## src/hdl/lpq_pkg.sv

```systemverilog
// shared types and codes for the looping play queue
// used by the controller, datapath and top level
package lpq_pkg;

  localparam int ID_W       = 16;
  localparam int CMD_W      = 3;
  localparam int ROW_W      = 4;
  localparam int SLOT_W     = 2;
  localparam int STATUS_W   = 4;
  localparam int PUSHED_W   = 2;
  localparam int NSONGS_W   = 16;
  localparam int NGROUPS_W  = 5;
  localparam int CFG_IDX_W  = 2;
  localparam int CFG_DATA_W = 16;
  localparam int IN_DATA_W  = 32;
  localparam int OUT_DATA_W = 24;

  localparam logic [CFG_IDX_W-1:0] CFG_NUM_SONGS  = 2'd0;
  localparam logic [CFG_IDX_W-1:0] CFG_NUM_GROUPS = 2'd1;

  typedef enum logic [CMD_W-1:0] {
    CMD_LOAD   = 3'd0,
    CMD_POP    = 3'd1,
    CMD_TOGGLE = 3'd2,
    CMD_PUSH   = 3'd3,
    CMD_GROUP  = 3'd4
  } cmd_t;

  typedef enum logic [STATUS_W-1:0] {
    STS_OK        = 4'd0,
    STS_POPPED    = 4'd1,
    STS_EMPTY     = 4'd2,
    STS_LOOP_ON   = 4'd3,
    STS_LOOP_OFF  = 4'd4,
    STS_FULL      = 4'd5,
    STS_BAD_ID    = 4'd6,
    STS_BAD_GROUP = 4'd7,
    STS_TABLE_BAD = 4'd8
  } status_t;

  typedef enum logic [2:0] {
    S_IDLE,
    S_POP,
    S_GRD,
    S_GWR,
    S_GFIN
  } state_t;

  typedef struct packed {
    logic imm;
    logic pop_rd;
    logic pop_fin;
    logic grp_clr;
    logic grp_rd;
    logic grp_wr;
    logic grp_fin;
  } ctrl_t;

  typedef struct packed {
    logic [CMD_W-1:0] cmd;
    logic             tbad;
    logic             empty;
    logic             full;
    logic             row_ok;
    logic             grp_last;
    logic             out_free;
  } stat_t;

endpackage

```

## src/hdl/looping_play_queue_top.sv

```systemverilog
// Looping play queue: a circular queue of ids with recirculation and a group table.
// One request gives one result. Load, push, toggle and rejected requests are handled
// straight from the idle state; a pop first does a registered read of the queue memory;
// a group push reads each table id from the table memory and then writes it into the
// queue, and the try that finds the queue full also goes through the read and write steps.
// Requests are taken one at a time, and only while the result register is empty or
// being read, so a stalled result holds off the next request.
// Depends on lpq_pkg, lpq_ctrl, lpq_datapath.
module looping_play_queue_top #(
  parameter int QUEUE_DEPTH = 16,
  parameter int MAX_GROUPS  = 16,
  parameter int GROUP_SIZE  = 3
) (
  input  logic                           clk,
  input  logic                           rst_n,
  input  logic                           in_tvalid,
  output logic                           in_tready,
  // command[2:0], song_id[18:3], group_index[22:19], slot[24:23], zero fill
  input  logic [lpq_pkg::IN_DATA_W-1:0]  in_tdata,
  output logic                           out_tvalid,
  input  logic                           out_tready,
  // status[3:0], popped_id[19:4], pushed_count[21:20], zero fill
  output logic [lpq_pkg::OUT_DATA_W-1:0] out_tdata,
  input  logic                           cfg_valid,
  output logic                           cfg_ready,
  input  logic [lpq_pkg::CFG_IDX_W-1:0]  cfg_index,
  input  logic [lpq_pkg::CFG_DATA_W-1:0] cfg_data
);

  import lpq_pkg::*;

  ctrl_t ctrl;
  stat_t stat;

  assign cfg_ready = 1'b1;

  lpq_ctrl u_ctrl (
    .clk       (clk),
    .rst_n     (rst_n),
    .in_tvalid (in_tvalid),
    .in_tready (in_tready),
    .stat      (stat),
    .ctrl      (ctrl)
  );

  lpq_datapath #(
    .QUEUE_DEPTH (QUEUE_DEPTH),
    .MAX_GROUPS  (MAX_GROUPS),
    .GROUP_SIZE  (GROUP_SIZE)
  ) u_datapath (
    .clk        (clk),
    .rst_n      (rst_n),
    .in_tdata   (in_tdata),
    .cfg_valid  (cfg_valid),
    .cfg_index  (cfg_index),
    .cfg_data   (cfg_data),
    .ctrl       (ctrl),
    .stat       (stat),
    .out_tvalid (out_tvalid),
    .out_tready (out_tready),
    .out_tdata  (out_tdata)
  );

  a_ready_needs_room: assert property (@(posedge clk) disable iff (!rst_n)
    in_tready |-> (!out_tvalid || out_tready))
    else $error("request taken while result register is blocked");

  a_full_not_empty: assert property (@(posedge clk) disable iff (!rst_n)
    !(stat.full && stat.empty))
    else $error("queue full and empty at once");

  a_popped_only_on_pop: assert property (@(posedge clk) disable iff (!rst_n)
    (out_tvalid && out_tdata[3:0] != STS_POPPED) |-> (out_tdata[19:4] == '0))
    else $error("popped id without a pop");

  a_pushed_status: assert property (@(posedge clk) disable iff (!rst_n)
    (out_tvalid && out_tdata[21:20] != '0) |->
      (out_tdata[3:0] == STS_OK || out_tdata[3:0] == STS_POPPED ||
       out_tdata[3:0] == STS_FULL))
    else $error("pushed count with a rejecting status");

endmodule

```

## src/hdl/lpq_ram.sv

```systemverilog
// generic simple dual port ram, one write and one registered read port
// no dependencies
module lpq_ram #(
  parameter int WIDTH = 16,
  parameter int DEPTH = 16
) (
  input  logic                                  clk,
  input  logic                                  we,
  input  logic [(DEPTH > 1 ? $clog2(DEPTH) : 1)-1:0] waddr,
  input  logic [WIDTH-1:0]                      wdata,
  input  logic                                  re,
  input  logic [(DEPTH > 1 ? $clog2(DEPTH) : 1)-1:0] raddr,
  output logic [WIDTH-1:0]                      rdata
);

  logic [WIDTH-1:0] mem [DEPTH];
  logic [WIDTH-1:0] rdata_r;

  always_ff @(posedge clk) begin
    if (we) begin
      mem[waddr] <= wdata;
    end
    if (re) begin
      rdata_r <= mem[raddr];
    end
  end

  assign rdata = rdata_r;

endmodule

```

## src/hdl/lpq_datapath.sv

```systemverilog
// fifo and group table storage, pointers, config registers and result register
// depends on lpq_pkg and lpq_ram
module lpq_datapath #(
  parameter int QUEUE_DEPTH = 16,
  parameter int MAX_GROUPS  = 16,
  parameter int GROUP_SIZE  = 3
) (
  input  logic                              clk,
  input  logic                              rst_n,
  input  logic [lpq_pkg::IN_DATA_W-1:0]     in_tdata,
  input  logic                              cfg_valid,
  input  logic [lpq_pkg::CFG_IDX_W-1:0]     cfg_index,
  input  logic [lpq_pkg::CFG_DATA_W-1:0]    cfg_data,
  input  lpq_pkg::ctrl_t                    ctrl,
  output lpq_pkg::stat_t                    stat,
  output logic                              out_tvalid,
  input  logic                              out_tready,
  output logic [lpq_pkg::OUT_DATA_W-1:0]    out_tdata
);

  import lpq_pkg::*;

  localparam int QAW   = $clog2(QUEUE_DEPTH);
  localparam int CNT_W = $clog2(QUEUE_DEPTH + 1);
  localparam int TBL_D = MAX_GROUPS * GROUP_SIZE;
  localparam int TAW   = (TBL_D > 1) ? $clog2(TBL_D) : 1;
  localparam int GI_W  = (GROUP_SIZE > 1) ? $clog2(GROUP_SIZE) : 1;

  function automatic logic [QAW-1:0] ptr_inc(input logic [QAW-1:0] p);
    logic [QAW-1:0] r;
    if (p == QAW'(QUEUE_DEPTH - 1)) begin
      r = '0;
    end else begin
      r = p + QAW'(1);
    end
    return r;
  endfunction

  logic [CMD_W-1:0]  in_cmd;
  logic [ID_W-1:0]   in_id;
  logic [ROW_W-1:0]  in_row;
  logic [SLOT_W-1:0] in_slot;

  assign in_cmd  = in_tdata[2:0];
  assign in_id   = in_tdata[18:3];
  assign in_row  = in_tdata[22:19];
  assign in_slot = in_tdata[24:23];

  logic [QAW-1:0]       head_r, head_nxt, tail_r, tail_nxt;
  logic [CNT_W-1:0]     cnt_r, cnt_nxt;
  logic                 rec_r, rec_nxt, tbad_r, tbad_nxt;
  logic [NSONGS_W-1:0]  num_songs_r, num_songs_nxt;
  logic [NGROUPS_W-1:0] num_groups_r, num_groups_nxt;
  logic [ROW_W-1:0]     row_r, row_nxt;
  logic [GI_W-1:0]      gi_r, gi_nxt;
  logic [PUSHED_W-1:0]  gcnt_r, gcnt_nxt;
  logic                 gfull_r, gfull_nxt;
  logic                 out_tvalid_r, out_tvalid_nxt;
  status_t              out_status_r, out_status_nxt;
  logic [ID_W-1:0]      out_pop_r, out_pop_nxt;
  logic [PUSHED_W-1:0]  out_push_r, out_push_nxt;

  logic            fifo_we, fifo_re;
  logic [QAW-1:0]  fifo_waddr;
  logic [ID_W-1:0] fifo_wdata, fifo_rdata;
  logic            tbl_we, tbl_re;
  logic [TAW-1:0]  tbl_waddr, tbl_raddr;
  logic [ID_W-1:0] tbl_rdata;

  logic full, empty, row_ok_in, slot_ok, out_free;

  assign full      = (cnt_r == CNT_W'(QUEUE_DEPTH));
  assign empty     = (cnt_r == '0);
  assign row_ok_in = ({1'b0, in_row} < num_groups_r) && (int'(in_row) < MAX_GROUPS);
  assign slot_ok   = (int'(in_slot) < GROUP_SIZE);
  assign out_free  = !out_tvalid_r || out_tready;

  assign tbl_waddr = TAW'(int'(in_row) * GROUP_SIZE + int'(in_slot));
  assign tbl_raddr = TAW'(int'(row_r) * GROUP_SIZE + int'(gi_r));

  always_comb begin
    head_nxt       = head_r;
    tail_nxt       = tail_r;
    cnt_nxt        = cnt_r;
    rec_nxt        = rec_r;
    tbad_nxt       = tbad_r;
    num_songs_nxt  = num_songs_r;
    num_groups_nxt = num_groups_r;
    row_nxt        = row_r;
    gi_nxt         = gi_r;
    gcnt_nxt       = gcnt_r;
    gfull_nxt      = gfull_r;
    out_status_nxt = out_status_r;
    out_pop_nxt    = out_pop_r;
    out_push_nxt   = out_push_r;
    out_tvalid_nxt = out_tvalid_r && !out_tready;
    fifo_we        = 1'b0;
    fifo_re        = 1'b0;
    fifo_waddr     = tail_r;
    fifo_wdata     = in_id;
    tbl_we         = 1'b0;
    tbl_re         = 1'b0;

    if (cfg_valid) begin
      unique case (cfg_index)
        CFG_NUM_SONGS:  num_songs_nxt  = cfg_data;
        CFG_NUM_GROUPS: num_groups_nxt = cfg_data[NGROUPS_W-1:0];
        default: ;
      endcase
    end

    if (ctrl.imm) begin
      out_tvalid_nxt = 1'b1;
      out_pop_nxt    = '0;
      out_push_nxt   = '0;
      out_status_nxt = STS_OK;
      if (tbad_r) begin
        out_status_nxt = STS_TABLE_BAD;
      end else begin
        unique case (in_cmd)
          CMD_LOAD: begin
            if (!row_ok_in || !slot_ok) begin
              out_status_nxt = STS_BAD_GROUP;
            end else begin
              tbl_we = 1'b1;
              if (in_id >= num_songs_r) begin
                tbad_nxt       = 1'b1;
                out_status_nxt = STS_TABLE_BAD;
              end
            end
          end
          CMD_POP:    out_status_nxt = STS_EMPTY;
          CMD_TOGGLE: begin
            rec_nxt        = !rec_r;
            out_status_nxt = rec_r ? STS_LOOP_OFF : STS_LOOP_ON;
          end
          CMD_PUSH: begin
            if (full) begin
              out_status_nxt = STS_FULL;
            end else if (in_id >= num_songs_r) begin
              out_status_nxt = STS_BAD_ID;
            end else begin
              fifo_we      = 1'b1;
              tail_nxt     = ptr_inc(tail_r);
              cnt_nxt      = cnt_r + CNT_W'(1);
              out_push_nxt = PUSHED_W'(1);
            end
          end
          CMD_GROUP:  out_status_nxt = STS_BAD_GROUP;
          default: ;
        endcase
      end
    end

    if (ctrl.pop_rd) begin
      fifo_re = 1'b1;
    end

    if (ctrl.pop_fin) begin
      out_tvalid_nxt = 1'b1;
      out_status_nxt = STS_POPPED;
      out_pop_nxt    = fifo_rdata;
      out_push_nxt   = '0;
      head_nxt       = ptr_inc(head_r);
      if (rec_r) begin
        fifo_we      = 1'b1;
        fifo_wdata   = fifo_rdata;
        tail_nxt     = ptr_inc(tail_r);
        out_push_nxt = PUSHED_W'(1);
      end else begin
        cnt_nxt = cnt_r - CNT_W'(1);
      end
    end

    if (ctrl.grp_clr) begin
      row_nxt   = in_row;
      gi_nxt    = '0;
      gcnt_nxt  = '0;
      gfull_nxt = 1'b0;
    end

    if (ctrl.grp_rd) begin
      tbl_re = 1'b1;
    end

    if (ctrl.grp_wr) begin
      if (full) begin
        gfull_nxt = 1'b1;
      end else begin
        fifo_we    = 1'b1;
        fifo_wdata = tbl_rdata;
        tail_nxt   = ptr_inc(tail_r);
        cnt_nxt    = cnt_r + CNT_W'(1);
        gi_nxt     = gi_r + GI_W'(1);
        gcnt_nxt   = gcnt_r + PUSHED_W'(1);
      end
    end

    if (ctrl.grp_fin) begin
      out_tvalid_nxt = 1'b1;
      out_status_nxt = gfull_r ? STS_FULL : STS_OK;
      out_pop_nxt    = '0;
      out_push_nxt   = gcnt_r;
    end
  end

  always_ff @(posedge clk) begin
    if (!rst_n) begin
      head_r       <= '0;
      tail_r       <= '0;
      cnt_r        <= '0;
      rec_r        <= 1'b0;
      tbad_r       <= 1'b0;
      num_songs_r  <= NSONGS_W'(1);
      num_groups_r <= '0;
      out_tvalid_r <= 1'b0;
    end else begin
      head_r       <= head_nxt;
      tail_r       <= tail_nxt;
      cnt_r        <= cnt_nxt;
      rec_r        <= rec_nxt;
      tbad_r       <= tbad_nxt;
      num_songs_r  <= num_songs_nxt;
      num_groups_r <= num_groups_nxt;
      out_tvalid_r <= out_tvalid_nxt;
    end
  end

  always_ff @(posedge clk) begin
    row_r        <= row_nxt;
    gi_r         <= gi_nxt;
    gcnt_r       <= gcnt_nxt;
    gfull_r      <= gfull_nxt;
    out_status_r <= out_status_nxt;
    out_pop_r    <= out_pop_nxt;
    out_push_r   <= out_push_nxt;
  end

  lpq_ram #(
    .WIDTH (ID_W),
    .DEPTH (QUEUE_DEPTH)
  ) u_fifo_ram (
    .clk   (clk),
    .we    (fifo_we),
    .waddr (fifo_waddr),
    .wdata (fifo_wdata),
    .re    (fifo_re),
    .raddr (head_r),
    .rdata (fifo_rdata)
  );

  lpq_ram #(
    .WIDTH (ID_W),
    .DEPTH (TBL_D)
  ) u_table_ram (
    .clk   (clk),
    .we    (tbl_we),
    .waddr (tbl_waddr),
    .wdata (in_id),
    .re    (tbl_re),
    .raddr (tbl_raddr),
    .rdata (tbl_rdata)
  );

  assign stat.cmd      = in_cmd;
  assign stat.tbad     = tbad_r;
  assign stat.empty    = empty;
  assign stat.full     = full;
  assign stat.row_ok   = row_ok_in;
  assign stat.grp_last = (gi_r == GI_W'(GROUP_SIZE - 1));
  assign stat.out_free = out_free;

  assign out_tvalid = out_tvalid_r;
  assign out_tdata  = {2'b00, out_push_r, out_pop_r, out_status_r};

endmodule

```

## src/hdl/lpq_ctrl.sv

```systemverilog
// command sequencer for the looping play queue
// depends on lpq_pkg
module lpq_ctrl (
  input  logic           clk,
  input  logic           rst_n,
  input  logic           in_tvalid,
  output logic           in_tready,
  input  lpq_pkg::stat_t stat,
  output lpq_pkg::ctrl_t ctrl
);

  import lpq_pkg::*;

  state_t state_r, state_nxt;
  logic   take;

  always_ff @(posedge clk) begin
    if (!rst_n) begin
      state_r <= S_IDLE;
    end else begin
      state_r <= state_nxt;
    end
  end

  always_comb begin
    state_nxt = state_r;
    ctrl      = '0;
    in_tready = 1'b0;
    take      = 1'b0;
    unique case (state_r)
      S_IDLE: begin
        in_tready = stat.out_free;
        take      = in_tvalid && stat.out_free;
        if (take) begin
          if (!stat.tbad && stat.cmd == CMD_POP && !stat.empty) begin
            ctrl.pop_rd = 1'b1;
            state_nxt   = S_POP;
          end else if (!stat.tbad && stat.cmd == CMD_GROUP && stat.row_ok) begin
            ctrl.grp_clr = 1'b1;
            state_nxt    = S_GRD;
          end else begin
            ctrl.imm = 1'b1;
          end
        end
      end
      S_POP: begin
        if (stat.out_free) begin
          ctrl.pop_fin = 1'b1;
          state_nxt    = S_IDLE;
        end
      end
      S_GRD: begin
        ctrl.grp_rd = 1'b1;
        state_nxt   = S_GWR;
      end
      S_GWR: begin
        ctrl.grp_wr = 1'b1;
        state_nxt   = (stat.full || stat.grp_last) ? S_GFIN : S_GRD;
      end
      S_GFIN: begin
        if (stat.out_free) begin
          ctrl.grp_fin = 1'b1;
          state_nxt    = S_IDLE;
        end
      end
      default: state_nxt = S_IDLE;
    endcase
  end

endmodule

```

## config.mk

```make
export PLATFORM = sky130hd
export DESIGN_NAME = looping_play_queue_top
export DESIGN_NICKNAME = d
export VERILOG_FILES = /design/src/hdl/lpq_pkg.sv /design/src/hdl/looping_play_queue_top.sv /design/src/hdl/lpq_ram.sv /design/src/hdl/lpq_datapath.sv /design/src/hdl/lpq_ctrl.sv
export SDC_FILE = /design/constraint.sdc
export NUM_CORES = 1
export LEC_CHECK = 0
export ABC_AREA = 1
export CORE_MARGIN = 1
export CORE_UTILIZATION = 35
export CTS_BUF_LIST = sky130_fd_sc_hd__clkbuf_8 sky130_fd_sc_hd__clkbuf_16
export CTS_CLUSTER_SIZE = 14
export DETAILED_ROUTE_END_ITERATION = 8
export DONT_BUFFER_PORTS = 1
export PLACE_DENSITY = 0.54
export SYNTH_ARGS = -nofsm -noshare
export SYNTH_HDL_FRONTEND = slang
export SYNTH_SLANG_ARGS = --single-unit
```

## constraint.sdc

```tcl
create_clock -name clk -period 11.6 [get_ports clk]
set_clock_uncertainty 0.1 [all_clocks]
set_input_delay 2.9 -clock clk [delete_from_list [all_inputs] [get_ports clk]]
set_output_delay 2.9 -clock clk [all_outputs]
set_load 0.02 [all_outputs]
```

==> results.cfg <==
[placed_design]
place_congestion = 0.852
placed_cells = 5078
port_buffers = 0
place_ws_ns = 5.05
dp_hpwl_mm = 66.8

[worst_setup_path]
crit_path_top_delay_cell = nor2_1
cp_max_fo = 4
cp-start-kind = primary input
critPathArrivalTime_ns = 3.34
path_cells = nor2_1 > nor2_1
cp_top_family = simple AND/OR/NAND/NOR gates
critPathMostFrequentCell = nor2_1
endpoint_kind = output pin
slowest_delay_ns = 0.25
setup.worst_path.class = in2out
worstPathRequired_ns = 8.60
crit_buf_inv = 0

[finish]
drive_above_1_share = 0.0767
fill_cells = 12000
nNetsFinal = 3564
area_delta_synth_final_pct = 11.6
insertedDiodeCount = 0
fin_util = 0.396
final-instance-count-excl-fill = 5287

[clock_tree]
clk_pin_slew_worst_paths_ns = 0.06
cts_made_buffers = 113
ctsHoldBuffers = 0
cts.sinks = 1127
cts_tree = built
cts_root_buf = clkbuf_16
htree_levels = 3
cts_resized = 0
clk_latency_ns = 0.73
cts_buffer_depth = 3
post-cts-setup-buffer-count = 0

[power]
powerDensity_mw_per_mm2 = 223
ir_drop_mv = 0.185
total_power_mw = 11.3
power.leakage_nw = 16.5

[hold_path]
hold_class = reg2reg

[die]
initial_utilization = 0.355
ioPinCount = 82
dieArea_sq_mm = 0.132
dieHeight_um = 363
coreArea_sq_mm = 0.128
row_count = 131
die_x_um = 363

[timing]
setup_viol = 0
tns_ns = 0
worst_pin_slew_ns = 1.07
rsz0062_at_grt = no
slew_viol_final = 0
fmax_mhz = 158
finalHoldViolCount = 0
setup_ws_ns = 5.26
maxSlewHeadroom = 0.289
finalCritPeriodShare = 0.546
period_minus_slack_ns = 6.34

[route]
vias = 28300
ant_nets = 0
drc = 0
routed_wl_mm = 120
drt_iter0_drc = 2926
viasPerCell = 5.35
firstDrtPassIters = 5
wl_per_cell_um = 22.7

[logic_synthesis]
ys_seq_elements = 1127
synth_area_per_cell_sq_um = 13.0
ys_seq_area_frac = 0.730
synth_area_sq_mm = 0.0455
yosys_warnings = 0
syn_inst = 3513
synth_cell_types = 41

[global_route]
grt_pass1_vias = 26600
use_met3 = 0.0338
grt_max_degree = 190
top_usage_layer = met2
antenna_found_initial = 3
globalRouteTotalUtil = 0.179
grt_overflow = 0
grtUsageMet2 = 0.278
grtUsageMet1 = 0.257
grt_first_pass_wirelength_mm = 176

[job]
maxCapViolCount = 0

[status]
status = finished clean
worst paths after layout:
| path | cells after the start | slack, ns | end | startpoint |
|---|---|---|---|---|
| setup reg to reg | 10 | 6.57 | u_datapath.u_table_ram.rdata[9]$_DFFE_PP_ | u_datapath.row_r[0]$_DFFE_PP_ |
| hold reg to reg | 1 | 0.35 | u_datapath.gcnt_r[1]$_DFF_P_ | u_datapath.gcnt_r[1]$_DFF_P_ |
| hold / removal | 1 | 0.35 | u_datapath.gcnt_r[1]$_DFF_P_ | u_datapath.gcnt_r[1]$_DFF_P_ |
| setup / recovery | 2 | 5.26 | in_tready | out_tready |
stage by stage:
step	hold WS (ns)	cell area [sq um]
6_report	0.354	50800
5_1_grt	0.385	50800
4_1_cts	0.356	50800
3_5_place_dp	0.348	47300
3_3_place_gp	0.346	47300
2_1_floorplan	0.329	45500
state kept, by name (all words and copies together) (netlist names), 2 cells and up:
name / cells
u_ctrl.state_r: 3
u_datapath.cnt_r: 5
u_datapath.fifo_waddr: 4
u_datapath.gcnt_r: 2
u_datapath.gi_r: 2
u_datapath.head_r: 4
u_datapath.num_groups_r: 5
u_datapath.num_songs_r: 16
u_datapath.out_pop_r: 16
u_datapath.out_push_r: 2
u_datapath.out_status_r: 4
u_datapath.row_r: 4
u_datapath.u_fifo_ram.mem: 256
u_datapath.u_fifo_ram.rdata: 16
u_datapath.u_table_ram.mem: 768
u_datapath.u_table_ram.rdata: 16
layer usage:
layer / wire length [um] / up-vias
li1: - / 13000
met1: 54800 / 14200
met2: 54800 / 860
met3: 7600 / 183
met4: 2670 / 2
met5: 13 / -
Yosys cell counts, drive strengths merged:
library cell  count  area (sq um)
o32ai            36           315
buf              66           372
clkinv            1          5.00
clkbuf          167           627
nand3b            6          86.3
inv             147           552
a211oi            1          7.51
o211ai           48           360
dfxtp            61          1220
xnor2             6          60.1
o21a              1          7.51
o22ai            46           288
o21ai           536          2680
a22o              1          8.76
nand2           168           638
xor2              4          35.0
o221ai          175          1530
a21oi            78           390
nor2            624          2370
ha               41           513
fa                4          80.1
nand4             5          31.3
nor3              7          35.0
conb              2          7.51
nand3           186           988
a311oi            1          8.76
edfxtp         1066         32000
nor4              1          12.5
mux2i            28           280
where the power goes:
group	switching (mW)	leakage (nW)	internal [mW]	total, mW
logic	2.26	4.55	0.877	3.13
registers	0.150	10.1	4.56	4.71
clock network	1.54	1.85	1.93	3.47
layout make-up:
class,instances,area (sq um),area share
clock buffers,114,2850,0.0561
clock inverters,95,647,0.0127
inverters,148,576,0.0113
multi-input cells,2006,10800,0.213
flip-flops and latches,1127,33200,0.654
well taps,1729,2160,0.0426
repair buffers,68,536,0.0105
kinds of logic after synthesis:
| kind of cell | Yosys count | synth area share |
|---|---|---|
| XOR/XNOR | 10 | 0.00209 |
| other | 2 | 0.000165 |
| AO/OA/AOI/OAI | 923 | 0.123 |
| multiplexers | 28 | 0.00616 |
| flip-flops | 1127 | 0.730 |
| buffers and inverters | 381 | 0.0342 |
| AND/OR/NAND/NOR | 997 | 0.0915 |
| adder cells (fa/ha/maj) | 45 | 0.0130 |
layout by cell type, fill, tap and decap left out, types with 13 or more instances in the layout:
| cell type | count |
|---|---|
| o21ai_0 | 493 |
| nand3_1 | 179 |
| ha_1 | 39 |
| o21ai_1 | 43 |
| mux2i_1 | 28 |
| o211ai_1 | 48 |
| clkbuf_16 | 114 |
| o221ai_1 | 175 |
| inv_1 | 163 |
| a21oi_1 | 77 |
| buf_4 | 66 |
| o32ai_1 | 36 |
| o22ai_1 | 46 |
| clkinv_2 | 24 |
| edfxtp_1 | 1066 |
| nand2_1 | 165 |
| inv_2 | 13 |
| clkinv_1 | 24 |
| nor2_1 | 613 |
| dfxtp_1 | 59 |
(Power assumes the default switching activity.)
